**src/hrhp_pkg.sv**
```systemverilog
// ----------------------------------------------------------------------------
// HTTP request header parser package
// Result types, status and tag codes, character constants and the table of
// known header names shared by the parser modules.
// ----------------------------------------------------------------------------
package hrhp_pkg;

  typedef enum logic [1:0] {
    STATUS_NONE = 2'd0,
    STATUS_GOOD = 2'd1,
    STATUS_BAD  = 2'd2
  } status_e;

  typedef enum logic [1:0] {
    KIND_NONE      = 2'd0,
    KIND_URI       = 2'd1,
    KIND_VALUE     = 2'd2,
    KIND_VALUE_END = 2'd3
  } kind_e;

  typedef struct packed {
    status_e     status;
    kind_e       kind;
    logic [2:0]  header_id;
    logic [7:0]  data;
  } hrhp_res_t;

  localparam logic [2:0] HID_UNKNOWN = 3'd0;
  localparam int         NUM_NAMES   = 6;
  localparam logic [4:0] POS_MAX     = 5'd31;
  localparam logic [5:0] MASK_ALL    = 6'h3f;

  localparam logic [7:0] CH_CR  = 8'h0d;
  localparam logic [7:0] CH_LF  = 8'h0a;
  localparam logic [7:0] CH_TAB = 8'h09;
  localparam logic [7:0] CH_SP  = 8'h20;

  localparam logic [4:0] NAME_LEN [NUM_NAMES] = '{5'd7, 5'd6, 5'd10, 5'd17, 5'd21, 5'd7};

  localparam logic [21*8-1:0] NAME_STR [NUM_NAMES] = '{
    168'("upgrade"),
    168'("origin"),
    168'("connection"),
    168'("sec-websocket-key"),
    168'("sec-websocket-version"),
    168'("cookies")
  };

  function automatic logic [7:0] name_char(input logic [2:0] idx, input logic [4:0] pos);
    logic [4:0] len;
    logic [4:0] sel;
    logic [7:0] c;
    len = NAME_LEN[idx];
    sel = len - pos - 5'd1;
    c   = 8'h00;
    if (pos < len) begin
      c = NAME_STR[idx][{sel, 3'b000} +: 8];
    end
    return c;
  endfunction

  function automatic logic is_control(input logic [7:0] c);
    return (c <= 8'd31) || (c >= 8'd127);
  endfunction

  function automatic logic is_separator(input logic [7:0] c);
    logic sep;
    case (c) inside
      "(", ")", "<", ">", "@", ",", ";", ":", "\\", "\"",
      "/", "[", "]", "?", "=", "{", "}", CH_SP, CH_TAB: sep = 1'b1;
      default: sep = 1'b0;
    endcase
    return sep;
  endfunction

  function automatic logic [2:0] settle_header(input logic [5:0] mask, input logic [4:0] pos);
    logic [2:0] hid;
    hid = HID_UNKNOWN;
    for (int i = NUM_NAMES - 1; i >= 0; i--) begin
      if (mask[i] && (NAME_LEN[i] == pos)) begin
        hid = 3'(i + 1);
      end
    end
    return hid;
  endfunction

endpackage

```
**src/hrhp_fsm.sv**
```systemverilog
// ----------------------------------------------------------------------------
// HTTP request header parser state machine
// Holds the parse state and header name match, and works out the result of
// the current request byte; state advances when enabled.
// ----------------------------------------------------------------------------
module hrhp_fsm (
  input  logic              clk_i,
  input  logic              rst_ni,
  input  logic              en_i,
  input  logic [7:0]        byte_i,
  output hrhp_pkg::hrhp_res_t res_o
);
  import hrhp_pkg::*;

  typedef enum logic [4:0] {
    S_G        = 5'd0,
    S_E        = 5'd1,
    S_T        = 5'd2,
    S_SP       = 5'd3,
    S_URI      = 5'd4,
    S_VH       = 5'd5,
    S_VT1      = 5'd6,
    S_VT2      = 5'd7,
    S_VP       = 5'd8,
    S_VSLASH   = 5'd9,
    S_VMAJ     = 5'd10,
    S_VDOT     = 5'd11,
    S_VMIN     = 5'd12,
    S_VCR      = 5'd13,
    S_VLF      = 5'd14,
    S_HSTART   = 5'd15,
    S_HNAME    = 5'd16,
    S_HVSTART  = 5'd17,
    S_HVAL     = 5'd18,
    S_HLF      = 5'd19,
    S_FINAL_LF = 5'd20,
    S_AFTER    = 5'd21
  } state_e;

  state_e     state_q, state_d;
  logic [5:0] mask_q, mask_d;
  logic [4:0] pos_q, pos_d;
  logic [2:0] hdr_q, hdr_d;

  logic       lit_sel;
  logic [7:0] lit_exp;
  state_e     lit_nxt;
  logic [7:0] lc;
  logic       ctrl;
  logic       name_ok;
  logic [5:0] mask_take;

  always_comb begin
    lit_sel = 1'b1;
    lit_exp = 8'h00;
    lit_nxt = state_q;
    unique case (state_q)
      S_G:      begin lit_exp = "G";   lit_nxt = S_E;      end
      S_E:      begin lit_exp = "E";   lit_nxt = S_T;      end
      S_T:      begin lit_exp = "T";   lit_nxt = S_SP;     end
      S_SP:     begin lit_exp = CH_SP; lit_nxt = S_URI;    end
      S_VH:     begin lit_exp = "H";   lit_nxt = S_VT1;    end
      S_VT1:    begin lit_exp = "T";   lit_nxt = S_VT2;    end
      S_VT2:    begin lit_exp = "T";   lit_nxt = S_VP;     end
      S_VP:     begin lit_exp = "P";   lit_nxt = S_VSLASH; end
      S_VSLASH: begin lit_exp = "/";   lit_nxt = S_VMAJ;   end
      S_VMAJ:   begin lit_exp = "1";   lit_nxt = S_VDOT;   end
      S_VDOT:   begin lit_exp = ".";   lit_nxt = S_VMIN;   end
      S_VMIN:   begin lit_exp = "1";   lit_nxt = S_VCR;    end
      S_VCR:    begin lit_exp = CH_CR; lit_nxt = S_VLF;    end
      S_VLF:    begin lit_exp = CH_LF; lit_nxt = S_HSTART; end
      default:  lit_sel = 1'b0;
    endcase
  end

  always_comb begin
    lc      = ((byte_i >= "A") && (byte_i <= "Z")) ? (byte_i + 8'd32) : byte_i;
    ctrl    = is_control(byte_i);
    name_ok = !ctrl && !is_separator(byte_i);
    for (int i = 0; i < NUM_NAMES; i++) begin
      mask_take[i] = mask_q[i] && (name_char(3'(i), pos_q) == lc);
    end
  end

  always_comb begin
    state_d = state_q;
    mask_d  = mask_q;
    pos_d   = pos_q;
    hdr_d   = hdr_q;
    res_o   = '{status: STATUS_NONE, kind: KIND_NONE, header_id: HID_UNKNOWN, data: 8'h00};
    if (lit_sel) begin
      if (byte_i == lit_exp) begin
        state_d = lit_nxt;
      end else begin
        res_o.status = STATUS_BAD;
      end
    end else begin
      unique case (state_q)
        S_URI: begin
          if (byte_i == CH_SP) begin
            state_d = S_VH;
          end else if (!ctrl) begin
            res_o.kind = KIND_URI;
            res_o.data = byte_i;
          end else begin
            res_o.status = STATUS_BAD;
          end
        end
        S_HSTART, S_HNAME: begin
          if ((state_q == S_HSTART) && (byte_i == CH_CR)) begin
            state_d = S_FINAL_LF;
          end else if ((state_q == S_HNAME) && (byte_i == ":")) begin
            hdr_d   = settle_header(mask_q, pos_q);
            state_d = S_HVSTART;
          end else begin
            state_d = S_HNAME;
            if (name_ok) begin
              mask_d = mask_take;
              pos_d  = (pos_q == POS_MAX) ? pos_q : (pos_q + 5'd1);
            end else begin
              res_o.status = STATUS_BAD;
            end
          end
        end
        S_HVSTART, S_HVAL: begin
          if ((state_q == S_HVSTART) && ((byte_i == CH_SP) || (byte_i == CH_TAB))) begin
            state_d = state_q;
          end else if ((state_q == S_HVAL) && (byte_i == CH_CR)) begin
            res_o.kind      = KIND_VALUE_END;
            res_o.header_id = hdr_q;
            mask_d          = MASK_ALL;
            pos_d           = 5'd0;
            hdr_d           = HID_UNKNOWN;
            state_d         = S_HLF;
          end else begin
            state_d = S_HVAL;
            if (!ctrl) begin
              res_o.kind      = KIND_VALUE;
              res_o.header_id = hdr_q;
              res_o.data      = byte_i;
            end else begin
              res_o.status = STATUS_BAD;
            end
          end
        end
        S_HLF: begin
          if (byte_i == CH_LF) begin
            state_d = S_HSTART;
          end else begin
            res_o.status = STATUS_BAD;
          end
        end
        S_FINAL_LF: begin
          if (byte_i == CH_LF) begin
            state_d      = S_AFTER;
            res_o.status = STATUS_GOOD;
          end else begin
            res_o.status = STATUS_BAD;
          end
        end
        default: res_o.status = STATUS_BAD;
      endcase
    end
  end

  always_ff @(posedge clk_i or negedge rst_ni) begin
    if (!rst_ni) begin
      state_q <= S_G;
      mask_q  <= MASK_ALL;
      pos_q   <= 5'd0;
      hdr_q   <= HID_UNKNOWN;
    end else if (en_i) begin
      state_q <= state_d;
      mask_q  <= mask_d;
      pos_q   <= pos_d;
      hdr_q   <= hdr_d;
    end
  end

endmodule

```
**src/http_request_header_parser.sv**
```systemverilog
// ----------------------------------------------------------------------------
// HTTP request header parser
// Checks one HTTP/1.1 GET request byte by byte and streams out tagged URI
// and header value bytes.
//
// Input channel: in_valid_i / in_stall_o carry one request byte on
// byte_in_i. Output channel: out_valid_o / out_stall_i carry one result per
// byte: status_o, kind_o, header_id_o and data_out_o. A request moves at a
// clock edge where valid is high and stall is low.
// Each byte passes through an input register, then a result register,
// before its result is presented.
// Throughput: one byte per cycle while the receiver does not stall; the
// parse state updates from the registered byte.
// Reset clears both stages and returns the parser to the start of the
// method, with all header name candidates live.
// When the receiver stalls, the result register holds; the input register,
// if empty, takes one more byte, then in_stall_o rises until the result moves.
// ----------------------------------------------------------------------------
module http_request_header_parser (
  input  logic       clk_i,
  input  logic       rst_ni,
  input  logic       in_valid_i,
  output logic       in_stall_o,
  input  logic [7:0] byte_in_i,
  output logic       out_valid_o,
  input  logic       out_stall_i,
  output logic [1:0] status_o,
  output logic [1:0] kind_o,
  output logic [2:0] header_id_o,
  output logic [7:0] data_out_o
);
  import hrhp_pkg::*;

  logic      s1_valid_q, s1_valid_d;
  logic [7:0] byte_q;
  logic      out_valid_q;
  hrhp_res_t res_q;
  hrhp_res_t res;
  logic      advance;
  logic      in_take;

  assign advance    = !out_valid_q || !out_stall_i;
  assign in_stall_o = s1_valid_q && !advance;
  assign in_take    = in_valid_i && !in_stall_o;
  assign s1_valid_d = (advance || !s1_valid_q) ? in_valid_i : s1_valid_q;

  hrhp_fsm u_fsm (
    .clk_i  (clk_i),
    .rst_ni (rst_ni),
    .en_i   (s1_valid_q && advance),
    .byte_i (byte_q),
    .res_o  (res)
  );

  always_ff @(posedge clk_i or negedge rst_ni) begin
    if (!rst_ni) begin
      s1_valid_q  <= 1'b0;
      out_valid_q <= 1'b0;
    end else begin
      s1_valid_q <= s1_valid_d;
      if (advance) begin
        out_valid_q <= s1_valid_q;
      end
    end
  end

  always_ff @(posedge clk_i) begin
    if (in_take) begin
      byte_q <= byte_in_i;
    end
    if (advance && s1_valid_q) begin
      res_q <= res;
    end
  end

  assign out_valid_o = out_valid_q;
  assign status_o    = res_q.status;
  assign kind_o      = res_q.kind;
  assign header_id_o = res_q.header_id;
  assign data_out_o  = res_q.data;

  a_stall_cause: assert property (@(posedge clk_i) disable iff (!rst_ni)
    in_stall_o |-> (out_valid_o && out_stall_i && s1_valid_q))
    else $error("input stalled without a blocked result");

  a_data_printable: assert property (@(posedge clk_i) disable iff (!rst_ni)
    (out_valid_o && ((kind_o == KIND_URI) || (kind_o == KIND_VALUE)))
    |-> ((data_out_o >= 8'd32) && (data_out_o < 8'd127) && (status_o == STATUS_NONE)))
    else $error("streamed byte is a control byte or flagged");

  a_status_alone: assert property (@(posedge clk_i) disable iff (!rst_ni)
    (out_valid_o && (status_o != STATUS_NONE))
    |-> ((kind_o == KIND_NONE) && (header_id_o == HID_UNKNOWN)))
    else $error("status reported together with a tagged byte");

  a_fill_hold: assert property (@(posedge clk_i) disable iff (!rst_ni)
    (s1_valid_q && in_stall_o) |=> s1_valid_q)
    else $error("held request byte lost");

endmodule
```
**config.mk**
```make
export PLATFORM = sky130hd
export DESIGN_NAME = http_request_header_parser
export DESIGN_NICKNAME = d
export VERILOG_FILES = /design/src/hrhp_pkg.sv /design/src/hrhp_fsm.sv /design/src/http_request_header_parser.sv
export SDC_FILE = /design/constraint.sdc
export NUM_CORES = 1
export LEC_CHECK = 0
export BUFFER_PORTS_ARGS = -buffer_cell sky130_fd_sc_hd__buf_2
export CORE_MARGIN = 5
export CORE_UTILIZATION = 45
export DETAILED_ROUTE_END_ITERATION = 10
export GPL_ROUTABILITY_DRIVEN = 0
export PLACE_DENSITY = 0.62
export SLEW_MARGIN = 20
export SYNTH_ARGS = -nofsm -noshare
export SYNTH_HDL_FRONTEND = slang
export SYNTH_SLANG_ARGS = --single-unit
```
**constraint.sdc**
```tcl
create_clock -name clk_i -period 3.3 [get_ports clk_i]
set_input_delay 0.66 -clock clk_i [delete_from_list [all_inputs] [get_ports clk_i]]
set_output_delay 0.66 -clock clk_i [all_outputs]
set_load 0.05 [all_outputs]
```
==> impl_metrics.tcl <==
set metrics [dict create \
    final-setup-viol-count 0 \
    ir_worst_vdd_v 0.000164 \
    layout_common_cells "nand2_1 (58), o21ai_0 (52), nor2_1 (47)" \
    finalHoldViolCount 0 \
    period_share_pct 93.0 \
    startpoint_type "register" \
    synth_top_cell_by_area "edfxtp_1" \
    track_usage_pct 21.8 \
    cts_tree "built" \
    nFillCells 999 \
    drive_gt1_share_pct 15.2 \
    grt_overflow 0 \
    path_max_fanout 12 \
    tightest_slew_ns 0.854 \
    fp.dieH_um 111 \
    ys_seq_area_share_pct 26.5 \
    finalSetupTns_ns 0 \
    cts-buffers-inserted 5 \
    crit_required_ns 3.50 \
    ioPinCount 29 \
    vias_per_cell 6.22 \
    power_frac_clock_pct 33.2 \
    p_switching_mw 0.391 \
    timing.slew.headroom_pct 43.1 \
    r2r_slack_ns 0.23 \
    htree_levels 2 \
    place_hpwl_um 10200 \
    avgSynthCellArea_um2 7.76 \
    ys_ff_latch 44 \
    rows 37 \
    dp.cells 736 \
    wl_per_cell_um 18.4 \
    start_util_pct 45.3 \
    drt-initial-drc-count 568 \
    grt_pass1_wl_um 22600 \
    grt_pass1_vias 4321 \
    die_w_um 111 \
    vias 4645 \
    status "completed" \
    swShare_pct 30.1 \
    rsz0062_at_grt "no" \
    power_frac_seq_pct 48.7 \
    p_per_area_nw_per_um2 258 \
    n_antenna_cell 0 \
    fin_skew_ns 0.00751 \
    place_area_um2 4900 \
    drv_slew 0 \
    clk_latency_ns 0.30 \
    routed_wl_um 13800 \
    route.detailed.drc 0 \
    synth.distinct_cells 76 \
    cts_num_sinks 44 \
    synth_area_um2 4610 \
    final_cell_count_no_fill 747 \
    synth_top_flop_cell "edfxtp_1" \
    power_mw 1.30 \
    antenna_found_initial 0 \
    synth_edf_count 23 \
    cts-root-buf "clkbuf_8" \
    max_freq_mhz 326 \
    dieArea_um2 12400 \
    drv_cap 0 \
    seq_area_um2 1220 \
    portBuffers 28 \
    yosys_warnings 0 \
    dr.pass1.iters 7 \
    cp-end-kind "register" \
    synth-async-reset-ratio_pct 47.7 \
    power_frac_comb_pct 18.1 \
    yosysTopAreaCellShare_pct 15.0 \
    ant_nets 0 \
    clk_pin_slew_ns 0.09 \
    grt_max_degree 26 \
    fin_area_um2 5040 \
    fin_crit_ns 3.07 \
    cts_resized 0 \
    area_growth_pct 9.27 \
    clock_path_buffers 2 \
    layout_commonest_cell "nand2_1" \
    syn_inst 595 \
    core_area_um2 10200 \
    synth.area.top_cells "edfxtp_1 (15%), dfrtp_1 (8.1%), o21ai_0 (5.6%)" \
    crit_type "reg -> reg" \
    p_leak_nw 1.99 \
    layout_setup_ws_ns 0.231 \
    hold_path_class "in -> async" \
    dp_slack_ns 0.217 \
    syn_nets 627 \
    cp.arrival_ns 3.27 \
    fin_nets 642 \
    multi_input_area_um2 3100 \
    intPower_mw 0.907 \
]
==> timing repair <==
item	CTS	global route
hold buffers	0	0
setup endpoints to repair	0	2
setup buffers	0	3
==> worst max-delay path, stage by stage (launching register included) <==
cell       delay (ns)
edfxtp_1         0.58
buf_4            0.23
nand4_1          0.08
nor3_1           0.10
or3_1            0.38
a2111oi_2        0.54
o221ai_2         0.32
a21o_2           0.32
nand2b_1         0.17
o31ai_1          0.25
==> flip-flops by register name (all words and copies together) (netlist names) <==
signal	cells
byte_q	8
data_out_o	8
header_id_o	3
kind_o	2
out_valid_o	1
s1_valid_q	1
status_o	2
u_fsm.hdr_q	3
u_fsm.mask_q	6
u_fsm.pos_q	5
u_fsm.state_q	5
==> kinds of logic (layout without fill, tap and decap cells) <==
family          Yosys count  after routing  synth area share [%]
compound gates          165            165                  23.6
other cells               1              1                0.0813
mux                      19             19                  5.23
fa+ha+maj                20             20                  5.42
buf+inv                  73             89                  6.37
flops                    44             44                  26.5
xor+xnor                 27             27                  5.12
simple gates            246            246                  27.7
==> synthesized netlist by cell type, drive strengths merged (9+ instances only) <==
| cell type | instances |
|---|---|
| nand3 | 14 |
| xnor2 | 19 |
| a31oi | 10 |
| nand2b | 13 |
| or3 | 9 |
| clkbuf | 29 |
| nand4 | 15 |
| nor3 | 22 |
| ha | 20 |
| nand2 | 58 |
| edfxtp | 23 |
| and2 | 16 |
| o21ai | 53 |
| nor2 | 47 |
| a21oi | 33 |
| buf | 17 |
| nor2b | 17 |
| inv | 26 |
| dfrtp | 15 |
| nor4 | 10 |
==> power groups by stage <==
| stage | clock network, mW | registers [mW] | logic, mW |
|---|---|---|---|
| 5_1_grt | 0.466 | 0.637 | 0.252 |
| 3_3_place_gp | 0 | 0.643 | 0.226 |
| 2_1_floorplan | 0 | 0.661 | 0.139 |
| 4_1_cts | 0.441 | 0.633 | 0.228 |
| 6_report | 0.431 | 0.632 | 0.235 |
| 3_5_place_dp | 0 | 0.644 | 0.227 |
==> cell type report <==
class                      count  area share (%)
multi-input combinational    478            61.4
sequential                    44            24.3
tap                          136            3.37
clock inverter                 3           0.918
timing repair buffer          54            6.65
clock buffer                   5            1.36
inverter                      27            2.01
==> per-stage QoR <==
step | utilization (%) | hold WS [ns]
after floorplan | - | 0.364
after global placement | 48.2 | 0.464
after detailed placement | 48.2 | 0.476
after CTS | 49.3 | 0.352
after global routing | 49.5 | 0.366
final | 49.5 | 0.333
==> per-layer routing <==
| layer | vias up | wire [um] | global-route usage, % |
|---|---|---|---|
| met1 | 2143 | 6140 | 32.5 |
| li1 | 2215 | - | - |
| met2 | 263 | 6140 | 33.6 |
| met3 | 24 | 1280 | 2.62 |
| met5 | - | 0 | 0 |
| met4 | 0 | 204 | 5.52 |
==> path summary, 6_finish.rpt <==
check / from / end / cells after the start
hold reg to reg: u_fsm.mask_q[5]$_DFFE_PN1P_ / u_fsm.mask_q[5]$_DFFE_PN1P_ / 2
hold / removal: rst_ni / u_fsm.state_q[1]$_DFFE_PN0P_ / 1
min in group clk_i: u_fsm.mask_q[5]$_DFFE_PN1P_ / u_fsm.mask_q[5]$_DFFE_PN1P_ / 2
setup reg to reg: byte_q[5]$_DFFE_PP_ / u_fsm.pos_q[3]$_DFFE_PN0P_ / 9
max in group asynchronous: rst_ni / u_fsm.mask_q[5]$_DFFE_PN1P_ / 1
setup / recovery: byte_q[5]$_DFFE_PP_ / u_fsm.pos_q[3]$_DFFE_PN0P_ / 9
No activity file was read; power rests on OpenSTA's default activity.
